===== src/design/rhsl_pkg.sv =====
`timescale 1ns / 1ps
package rhsl_pkg;

	// Scaling constants of the conversion.
	localparam logic [7:0] SCALE_MAX = 8'd255;
	localparam logic [7:0] HUE_STEP  = 8'd42;   // SCALE_MAX / 6
	localparam logic [7:0] HUE_GREEN = 8'd85;   // SCALE_MAX / 3
	localparam logic [7:0] HUE_BLUE  = 8'd170;  // 2 * SCALE_MAX / 3
	localparam logic [8:0] SUM_DARK_MAX = 9'd254; // sum at or below this gives lightness <= 127
	localparam logic [8:0] SUM_FULL  = 9'd510;  // 2 * SCALE_MAX

	// Divider geometry: 16-bit dividend, 9-bit divisor, quotient known to fit 8 bits.
	localparam int unsigned NUM_W          = 16;
	localparam int unsigned DEN_W          = 9;
	localparam int unsigned QUO_W          = 8;
	localparam int unsigned BITS_PER_STAGE = 2;
	localparam int unsigned DIV_STAGES     = QUO_W / BITS_PER_STAGE;

	// Divider lanes.
	localparam int unsigned NUM_LANES = 4;
	localparam int unsigned LANE_SAT  = 0;
	localparam int unsigned LANE_DR   = 1;
	localparam int unsigned LANE_DG   = 2;
	localparam int unsigned LANE_DB   = 3;

	typedef enum logic [1:0] {
		MAX_RED,
		MAX_GREEN,
		MAX_BLUE
	} rhsl_max_t;

	// Per-item control that travels alongside the divider lanes.
	typedef struct packed {
		logic       valid;
		logic       grey;
		rhsl_max_t  max_sel;
		logic [7:0] light;
	} rhsl_tag_t;

	typedef struct packed {
		logic [NUM_W-1:0] rem;
		logic [DEN_W-1:0] den;
		logic [QUO_W-1:0] quo;
	} rhsl_div_t;

	typedef rhsl_div_t [NUM_LANES-1:0] rhsl_lanes_t;

	// One restoring division step for quotient bit bit_pos.
	function automatic rhsl_div_t rhsl_div_bit(input rhsl_div_t x, input logic [2:0] bit_pos);
		rhsl_div_t         y;
		logic [NUM_W:0]    shifted;
		y = x;
		shifted = {{(NUM_W + 1 - DEN_W){1'b0}}, x.den} << bit_pos;
		if ({1'b0, x.rem} >= shifted) begin
			y.rem = NUM_W'({1'b0, x.rem} - shifted);
			y.quo[bit_pos] = 1'b1;
		end
		return y;
	endfunction

endpackage


===== src/design/rhsl_rgb_if.sv =====
`timescale 1ns / 1ps
interface rhsl_rgb_if;
	logic       valid;
	logic       ready;
	logic [7:0] red;
	logic [7:0] green;
	logic [7:0] blue;

	modport source (output valid, output red, output green, output blue, input ready);
	modport sink   (input valid, input red, input green, input blue, output ready);
endinterface


===== src/design/rhsl_hsl_if.sv =====
`timescale 1ns / 1ps
interface rhsl_hsl_if;
	logic       valid;
	logic       ready;
	logic [7:0] hue;
	logic [7:0] saturation;
	logic [7:0] lightness;

	modport source (output valid, output hue, output saturation, output lightness, input ready);
	modport sink   (input valid, input hue, input saturation, input lightness, output ready);
endinterface


===== src/design/rhsl_prep.sv =====
`timescale 1ns / 1ps
module rhsl_prep (
	input  logic                 clk,
	input  logic                 arst_n,
	input  logic                 adv,
	input  logic                 valid,
	input  logic [7:0]           red,
	input  logic [7:0]           green,
	input  logic [7:0]           blue,
	output rhsl_pkg::rhsl_tag_t  tag_s2,
	output rhsl_pkg::rhsl_lanes_t lanes_s2
);

	logic                valid_s1;
	logic [7:0]          r_s1, g_s1, b_s1, hi_s1, lo_s1;
	rhsl_pkg::rhsl_max_t max_s1;

	rhsl_pkg::rhsl_max_t max_c;
	logic [7:0]          hi_c, lo_c, rg_min;

	// Stage 1: channel maximum, minimum and which channel wins.
	always_comb begin
		if (red >= green && red >= blue) begin
			max_c = rhsl_pkg::MAX_RED;
			hi_c  = red;
		end else if (green >= blue) begin
			max_c = rhsl_pkg::MAX_GREEN;
			hi_c  = green;
		end else begin
			max_c = rhsl_pkg::MAX_BLUE;
			hi_c  = blue;
		end
		rg_min = (red < green) ? red : green;
		lo_c   = (rg_min < blue) ? rg_min : blue;
	end

	always_ff @(posedge clk or negedge arst_n) begin
		if (!arst_n) begin
			valid_s1 <= 1'b0;
		end else if (adv) begin
			valid_s1 <= valid;
		end
	end

	always_ff @(posedge clk) begin
		if (adv) begin
			r_s1   <= red;
			g_s1   <= green;
			b_s1   <= blue;
			hi_s1  <= hi_c;
			lo_s1  <= lo_c;
			max_s1 <= max_c;
		end
	end

	// Stage 2: lightness, divisors and rounded dividends.
	logic [8:0]            sum, sum_p1, den_sat;
	logic [7:0]            spread;
	rhsl_pkg::rhsl_tag_t   tag_c;
	rhsl_pkg::rhsl_lanes_t lanes_c;

	function automatic logic [15:0] delta_num(input logic [7:0] d, input logic [7:0] half);
		return 16'(16'(d) * 16'(rhsl_pkg::HUE_STEP)) + 16'(half);
	endfunction

	always_comb begin
		sum     = {1'b0, hi_s1} + {1'b0, lo_s1};
		sum_p1  = sum + 9'd1;
		spread  = hi_s1 - lo_s1;
		den_sat = (sum <= rhsl_pkg::SUM_DARK_MAX) ? sum : (rhsl_pkg::SUM_FULL - sum);

		tag_c.valid   = valid_s1;
		tag_c.grey    = (hi_s1 == lo_s1);
		tag_c.max_sel = max_s1;
		tag_c.light   = sum_p1[8:1];

		lanes_c[rhsl_pkg::LANE_SAT].rem = 16'(16'(spread) * 16'(rhsl_pkg::SCALE_MAX))
			+ 16'(den_sat[8:1]);
		lanes_c[rhsl_pkg::LANE_SAT].den = den_sat;
		lanes_c[rhsl_pkg::LANE_SAT].quo = '0;

		lanes_c[rhsl_pkg::LANE_DR].rem = delta_num(hi_s1 - r_s1, {1'b0, spread[7:1]});
		lanes_c[rhsl_pkg::LANE_DG].rem = delta_num(hi_s1 - g_s1, {1'b0, spread[7:1]});
		lanes_c[rhsl_pkg::LANE_DB].rem = delta_num(hi_s1 - b_s1, {1'b0, spread[7:1]});
		lanes_c[rhsl_pkg::LANE_DR].den = {1'b0, spread};
		lanes_c[rhsl_pkg::LANE_DG].den = {1'b0, spread};
		lanes_c[rhsl_pkg::LANE_DB].den = {1'b0, spread};
		lanes_c[rhsl_pkg::LANE_DR].quo = '0;
		lanes_c[rhsl_pkg::LANE_DG].quo = '0;
		lanes_c[rhsl_pkg::LANE_DB].quo = '0;
	end

	always_ff @(posedge clk or negedge arst_n) begin
		if (!arst_n) begin
			tag_s2 <= '0;
		end else if (adv) begin
			tag_s2 <= tag_c;
		end
	end

	always_ff @(posedge clk) begin
		if (adv) begin
			lanes_s2 <= lanes_c;
		end
	end

endmodule


===== src/design/rhsl_div_stage.sv =====
`timescale 1ns / 1ps
module rhsl_div_stage #(
	parameter int unsigned STAGE = 0
) (
	input  logic                  clk,
	input  logic                  arst_n,
	input  logic                  adv,
	input  rhsl_pkg::rhsl_tag_t   tag,
	input  rhsl_pkg::rhsl_lanes_t lanes,
	output rhsl_pkg::rhsl_tag_t   tag_sn,
	output rhsl_pkg::rhsl_lanes_t lanes_sn
);

	// Quotient bits resolved here, most significant first.
	localparam logic [2:0] BIT_HI =
		3'(rhsl_pkg::QUO_W - 1 - rhsl_pkg::BITS_PER_STAGE * STAGE);
	localparam logic [2:0] BIT_LO = BIT_HI - 3'd1;

	rhsl_pkg::rhsl_lanes_t lanes_c;

	always_comb begin
		for (int i = 0; i < rhsl_pkg::NUM_LANES; i++) begin
			lanes_c[i] = rhsl_pkg::rhsl_div_bit(rhsl_pkg::rhsl_div_bit(lanes[i], BIT_HI), BIT_LO);
		end
	end

	always_ff @(posedge clk or negedge arst_n) begin
		if (!arst_n) begin
			tag_sn <= '0;
		end else if (adv) begin
			tag_sn <= tag;
		end
	end

	always_ff @(posedge clk) begin
		if (adv) begin
			lanes_sn <= lanes_c;
		end
	end

endmodule


===== src/design/rhsl_hue.sv =====
`timescale 1ns / 1ps
module rhsl_hue (
	input  logic                  clk,
	input  logic                  arst_n,
	input  logic                  adv,
	input  rhsl_pkg::rhsl_tag_t   tag,
	input  rhsl_pkg::rhsl_lanes_t lanes,
	output logic                  valid_s7,
	output logic [7:0]            hue_s7,
	output logic [7:0]            sat_s7,
	output logic [7:0]            light_s7
);

	logic [7:0] dr, dg, db, hue_c, sat_c;

	// Hue is the sector base plus the difference of the two other deltas, modulo 256; grey forces it to zero.
	always_comb begin
		dr = lanes[rhsl_pkg::LANE_DR].quo;
		dg = lanes[rhsl_pkg::LANE_DG].quo;
		db = lanes[rhsl_pkg::LANE_DB].quo;
		case (tag.max_sel)
			rhsl_pkg::MAX_RED:   hue_c = db - dg;
			rhsl_pkg::MAX_GREEN: hue_c = rhsl_pkg::HUE_GREEN + dr - db;
			rhsl_pkg::MAX_BLUE:  hue_c = rhsl_pkg::HUE_BLUE + dg - dr;
			default:             hue_c = '0;
		endcase
		sat_c = lanes[rhsl_pkg::LANE_SAT].quo;
		if (tag.grey) begin
			hue_c = '0;
			sat_c = '0;
		end
	end

	always_ff @(posedge clk or negedge arst_n) begin
		if (!arst_n) begin
			valid_s7 <= 1'b0;
		end else if (adv) begin
			valid_s7 <= tag.valid;
		end
	end

	always_ff @(posedge clk) begin
		if (adv) begin
			hue_s7   <= hue_c;
			sat_s7   <= sat_c;
			light_s7 <= tag.light;
		end
	end

endmodule


===== src/design/rgb_to_hsl_integer_unit.sv =====
`timescale 1ns / 1ps
// Channel   Role    Fields (bits)
// rgb       sink    red (8), green (8), blue (8)
// hsl       source  hue (8), saturation (8), lightness (8)
//
// Seven register stages: min/max, dividends, four divider stages of two
// quotient bits each, and the hue/output register. One item enters per cycle
// while the pipeline does not hold. Reset clears the valid bits and the
// control that travels with them. When a result waits and hsl is not ready,
// the whole pipeline holds, and rgb.ready drops in the same cycle.
module rgb_to_hsl_integer_unit (
	input  logic        clk,
	input  logic        arst_n,
	rhsl_rgb_if.sink    rgb,
	rhsl_hsl_if.source  hsl
);

	// The pipeline advances as one whenever the output register is empty or
	// its item is being taken this cycle.
	logic adv;
	logic out_valid;

	assign adv       = !out_valid || hsl.ready;
	assign rgb.ready = adv;

	rhsl_pkg::rhsl_tag_t   tags  [rhsl_pkg::DIV_STAGES+1];
	rhsl_pkg::rhsl_lanes_t lanes [rhsl_pkg::DIV_STAGES+1];

	// Stages 1 and 2: find the extreme channels, then form lightness, the
	// saturation divisor and the rounded dividends for the four divisions.
	rhsl_prep u_prep (
		.clk      (clk),
		.arst_n   (arst_n),
		.adv      (adv),
		.valid    (rgb.valid),
		.red      (rgb.red),
		.green    (rgb.green),
		.blue     (rgb.blue),
		.tag_s2   (tags[0]),
		.lanes_s2 (lanes[0])
	);

	// Stages 3 to 6: restoring division, saturation and three hue deltas in
	// parallel lanes, two quotient bits per stage.
	for (genvar s = 0; s < rhsl_pkg::DIV_STAGES; s++) begin : g_div
		rhsl_div_stage #(
			.STAGE (s)
		) u_stage (
			.clk      (clk),
			.arst_n   (arst_n),
			.adv      (adv),
			.tag      (tags[s]),
			.lanes    (lanes[s]),
			.tag_sn   (tags[s+1]),
			.lanes_sn (lanes[s+1])
		);
	end

	// Stage 7: hue from the sector of the maximum channel, grey override, and
	// the output register.
	rhsl_hue u_hue (
		.clk      (clk),
		.arst_n   (arst_n),
		.adv      (adv),
		.tag      (tags[rhsl_pkg::DIV_STAGES]),
		.lanes    (lanes[rhsl_pkg::DIV_STAGES]),
		.valid_s7 (out_valid),
		.hue_s7   (hsl.hue),
		.sat_s7   (hsl.saturation),
		.light_s7 (hsl.lightness)
	);

	assign hsl.valid = out_valid;

endmodule


===== src/flat_wrapper.sv =====
// flat-port wrapper written by rule: the top's interface ports become plain ports
module rgb_to_hsl_integer_unit_flat 
  (clk, arst_n, rgb_valid, rgb_red, rgb_green, rgb_blue, rgb_ready, hsl_valid, hsl_hue, hsl_saturation, hsl_lightness, hsl_ready);
  rhsl_rgb_if rgb_i ();
  rhsl_hsl_if hsl_i ();
  input  logic clk;
  input  logic arst_n;
  input wire logic [$bits(rgb_i.valid)-1:0] rgb_valid;
  input wire logic [$bits(rgb_i.red)-1:0] rgb_red;
  input wire logic [$bits(rgb_i.green)-1:0] rgb_green;
  input wire logic [$bits(rgb_i.blue)-1:0] rgb_blue;
  output wire logic [$bits(rgb_i.ready)-1:0] rgb_ready;
  output wire logic [$bits(hsl_i.valid)-1:0] hsl_valid;
  output wire logic [$bits(hsl_i.hue)-1:0] hsl_hue;
  output wire logic [$bits(hsl_i.saturation)-1:0] hsl_saturation;
  output wire logic [$bits(hsl_i.lightness)-1:0] hsl_lightness;
  input wire logic [$bits(hsl_i.ready)-1:0] hsl_ready;
  assign rgb_i.valid = rgb_valid;
  assign rgb_i.red = rgb_red;
  assign rgb_i.green = rgb_green;
  assign rgb_i.blue = rgb_blue;
  assign rgb_ready = rgb_i.ready;
  assign hsl_valid = hsl_i.valid;
  assign hsl_hue = hsl_i.hue;
  assign hsl_saturation = hsl_i.saturation;
  assign hsl_lightness = hsl_i.lightness;
  assign hsl_i.ready = hsl_ready;
  rgb_to_hsl_integer_unit u_core (.clk(clk), .arst_n(arst_n), .rgb(rgb_i), .hsl(hsl_i));
endmodule

===== config.mk =====
export PLATFORM = sky130hd
export DESIGN_NAME = rgb_to_hsl_integer_unit_flat
export DESIGN_NICKNAME = d
export VERILOG_FILES = /design/src/design/rhsl_pkg.sv /design/src/design/rhsl_rgb_if.sv /design/src/design/rhsl_hsl_if.sv /design/src/design/rhsl_prep.sv /design/src/design/rhsl_div_stage.sv /design/src/design/rhsl_hue.sv /design/src/design/rgb_to_hsl_integer_unit.sv /design/src/flat_wrapper.sv
export SDC_FILE = /design/constraint.sdc
export NUM_CORES = 2
export LEC_CHECK = 0
export BUFFER_PORTS_ARGS = -buffer_cell sky130_fd_sc_hd__buf_2
export CORE_ASPECT_RATIO = 1.25
export CORE_MARGIN = 2
export CORE_UTILIZATION = 45
export CTS_BUF_LIST = sky130_fd_sc_hd__clkbuf_8
export DETAILED_ROUTE_END_ITERATION = 10
export PLACE_DENSITY_LB_ADDON = 0.08
export SLEW_MARGIN = 20
export SYNTH_ARGS = -nofsm -noshare
export SYNTH_HDL_FRONTEND = slang
export SYNTH_SLANG_ARGS = --single-unit
export TNS_END_PERCENT = 20

===== constraint.sdc =====
create_clock -name clk -period 15.8 [get_ports clk]
set_clock_uncertainty 0.2 [all_clocks]
set_input_delay 1.58 -clock clk [delete_from_list [all_inputs] [get_ports clk]]
set_output_delay 1.58 -clock clk [all_outputs]
set_load 0.01 [all_outputs]

==> results.ini <==
[outcome]
status = complete, no violations

[finish]
final.fill_count = 8314
layout.cells.non_filler = 5269
nets = 4626
syn2layout_area_growth_pct = 9.349
drive_gt1_share_pct = 10.52

[sta]
period_share_pct = 47.19
fmax_mhz = 134.1
tightest_slew_ns = 0.9197
layout_setup_ws_ns = 8.344
whs_ns = 0.2178
rsz0062_at_grt = no
slew_headroom_pct = 38.68
finalSetupTns_ns = 0
maxSlewViolCount = 0
setup_viol = 0
period_needed_ns = 7.456
hold_viol = 0

[worst_setup_path]
critical_path_class = flip-flop to flip-flop
crit_arrival_ns = 7.69
crit_path_end_kind = flip-flop
critical_path_required_ns = 16.03
critPathMaxFanout = 10
reg2reg_depth = 26
start_kind = flip-flop

[route]
met3_length_mm = 2.101
drtAntennaViolNets = 0
vias_per_cell = 5.302
topRoutingLayerUsed = met4
avgRoutedWirePerCell_um = 16.73
drt_iter0_markers = 1105
vias = 27940
dr.pass1.iters = 5
wl_mm = 88.16
met1_length_mm = 38.53
wl_met2_mm = 44.33
drc = 0

[clocking]
clkSlewWorstSetupHoldPaths_ns = 0.07
cts.sinks = 513
cts_made_buffers = 89
cts_tree = built
cts-root-buf = clkbuf_8
cts-resized-gates = 0
clock_tree.htree_level_count = 3
clkLatencyLatePin_ns = 0.71
post-cts-setup-buffer-count = 0
clock_path_buffers = 3
postCtsHoldBufs = 0

[synth]
yosysSeqAreaShare_pct = 37.52
syn_area_per_cell_um2 = 10.33
yosys-top-cells-count = ha_1 (497), edfxtp_1 (451), inv_1 (396)
synth_nets = 4506
yosysMostFrequentCell = ha_1
yosysTopAreaCellShare_pct = 33.66
synth-main-ff-cell = edfxtp_1
syn_inst = 3895
ys_types = 90
synth_top_cell_by_area = edfxtp_1
synth_warnings = 0
ys_ff_latch = 513
async_flop_share_pct = 12.09
synth_edf_count = 451
synth.area.top_cells = edfxtp_1 (34%), ha_1 (15%), mux2_2 (4.8%), fa_1 (4.3%), xnor2_1 (4.0%)
netlist_area_um2 = 40230

[hold_path]
hp-class = flip-flop to flip-flop
hold_depth = 0

[floorplan]
die_area_um2 = 91830
die_x_um = 271.4
initial_utilization_pct = 45.44
fp-row-count = 122
core_um2 = 88530
ios = 54
die_h_um = 338.3

[global_route]
grt_pass1_vias = 28330
grt_max_degree = 140
antenna_found_initial = 2
overflow = 0
grt_use_total_pct = 19.52
grt_pass1_wl_mm = 146.1

[placement]
placedCellCount = 5102
hpwl_mm = 70.12
pre_cts_ws_ns = 8.385
place_congestion = 0.8523
portBuffers = 53

[job]
cap_violations = 0

area by class of cell:
type,instances,area (um^2),share of cell area [%]
Multi-Input combinational cell,2936,23490,53.39
Sequential cell,513,15090,34.31
Inverter,397,1490,3.387
Tap cell,1178,1474,3.350
Clock buffer,93,1280,2.910
Clock inverter,71,689.4,1.567
Timing Repair Buffer,78,467.9,1.064
Antenna cell,3,7.507,0.01706
metal layers:
| metal | global-route usage (%) | vias to the layer above |
|---|---|---|
| li1 | - | 14480 |
| met4 | 7.543 | 0 |
| met5 | 0 | - |
| met1 | 23.56 | 12990 |
| met3 | 2.327 | 146 |
| met2 | 35.23 | 321 |
worst paths after layout:
path / endpoint / startpoint / slack (ns)
setup reg to reg: u_core.u_prep.lanes_s2[31] / u_core.u_prep.hi_s1[1] / 8.34
min in group asynchronous: u_core.g_div[2].u_stage.tag_sn[3] / arst_n / 0.76
max in group asynchronous: u_core.g_div[3].u_stage.tag_sn[8] / arst_n / 14.10
setup / recovery: u_core.u_prep.lanes_s2[31] / u_core.u_prep.hi_s1[1] / 8.34
hold / removal: u_core.g_div[2].u_stage.lanes_sn[72] / u_core.g_div[1].u_stage.lanes_sn[72] / 0.22
hold reg to reg: u_core.g_div[2].u_stage.lanes_sn[72] / u_core.g_div[1].u_stage.lanes_sn[72] / 0.22
cells by family after synthesis:
logic type	Yosys count	share of synthesized area [%]
simple gates	973	12.43
compound gates	862	13.47
fa+ha+maj	583	19.74
flops	513	37.52
buf+inv	446	4.180
xor+xnor	276	6.009
mux	242	6.652
worst max-delay path, cell delays in order (launching register included):
cell	delay, ns
edfxtp_1	0.66
inv_1	0.13
fa_1	0.48
o21bai_1	0.15
a21oi_1	0.14
o21ai_0	0.17
nand3_1	0.16
nor4_1	0.52
a31oi_1	0.34
nor2_1	0.27
xor2_1	0.24
fa_1	0.45
fa_1	0.51
inv_1	0.04
ha_1	0.27
inv_1	0.04
fa_1	0.52
inv_1	0.05
ha_1	0.27
a21o_1	0.18
a21oi_1	0.22
o21bai_1	0.11
a21o_1	0.18
a21oi_1	0.20
o21ai_0	0.17
o41ai_1	0.37
xnor2_1	0.12
flip-flops by register name, indices dropped and copies added, names as in the netlist:
| name | flops |
|---|---|
| u_core.g_div.u_stage.lanes_sn | 311 |
| u_core.u_hue.hue_s7 | 8 |
| u_core.u_hue.valid_s7 | 1 |
| u_core.u_prep.lanes_s2 | 74 |
| u_core.u_prep.b_s1 | 8 |
| u_core.u_prep.hi_s1 | 8 |
| u_core.g_div.u_stage.tag_sn | 48 |
| u_core.u_prep.r_s1 | 8 |
| u_core.u_prep.tag_s2 | 12 |
| u_core.u_prep.max_s1 | 2 |
| u_core.u_hue.light_s7 | 8 |
| u_core.u_hue.sat_s7 | 8 |
| u_core.u_prep.g_s1 | 8 |
| u_core.u_prep.lo_s1 | 8 |
| u_core.u_prep.valid_s1 | 1 |
cell usage in the layout (no fill, tap or decap), drive strengths merged, types with 41 or more instances in the layout:
cell type / n
mux2i: 54
buf: 78
inv: 413
nand2b: 52
nand4: 41
nor2: 269
ha: 497
a21o: 72
dfrtp: 62
edfxtp: 451
o21ai: 211
o21bai: 42
nand3: 57
nor3: 109
fa: 86
clkbuf: 93
xor2: 91
xnor2: 185
o21a: 44
mux2: 188
nand2: 166
nor2b: 85
a21oi: 257
stage by stage:
step	utilization (%)	cell area (um^2)
final	49.69	43990
after global routing	49.69	43990
after CTS	49.68	43980
after detailed placement	47.46	42020
after global placement	47.46	42020
after floorplan	-	40230
Power is left out: the tool's default activity adds up to more than one toggle a clock period on the data nets, which glitch-free logic cannot reach.
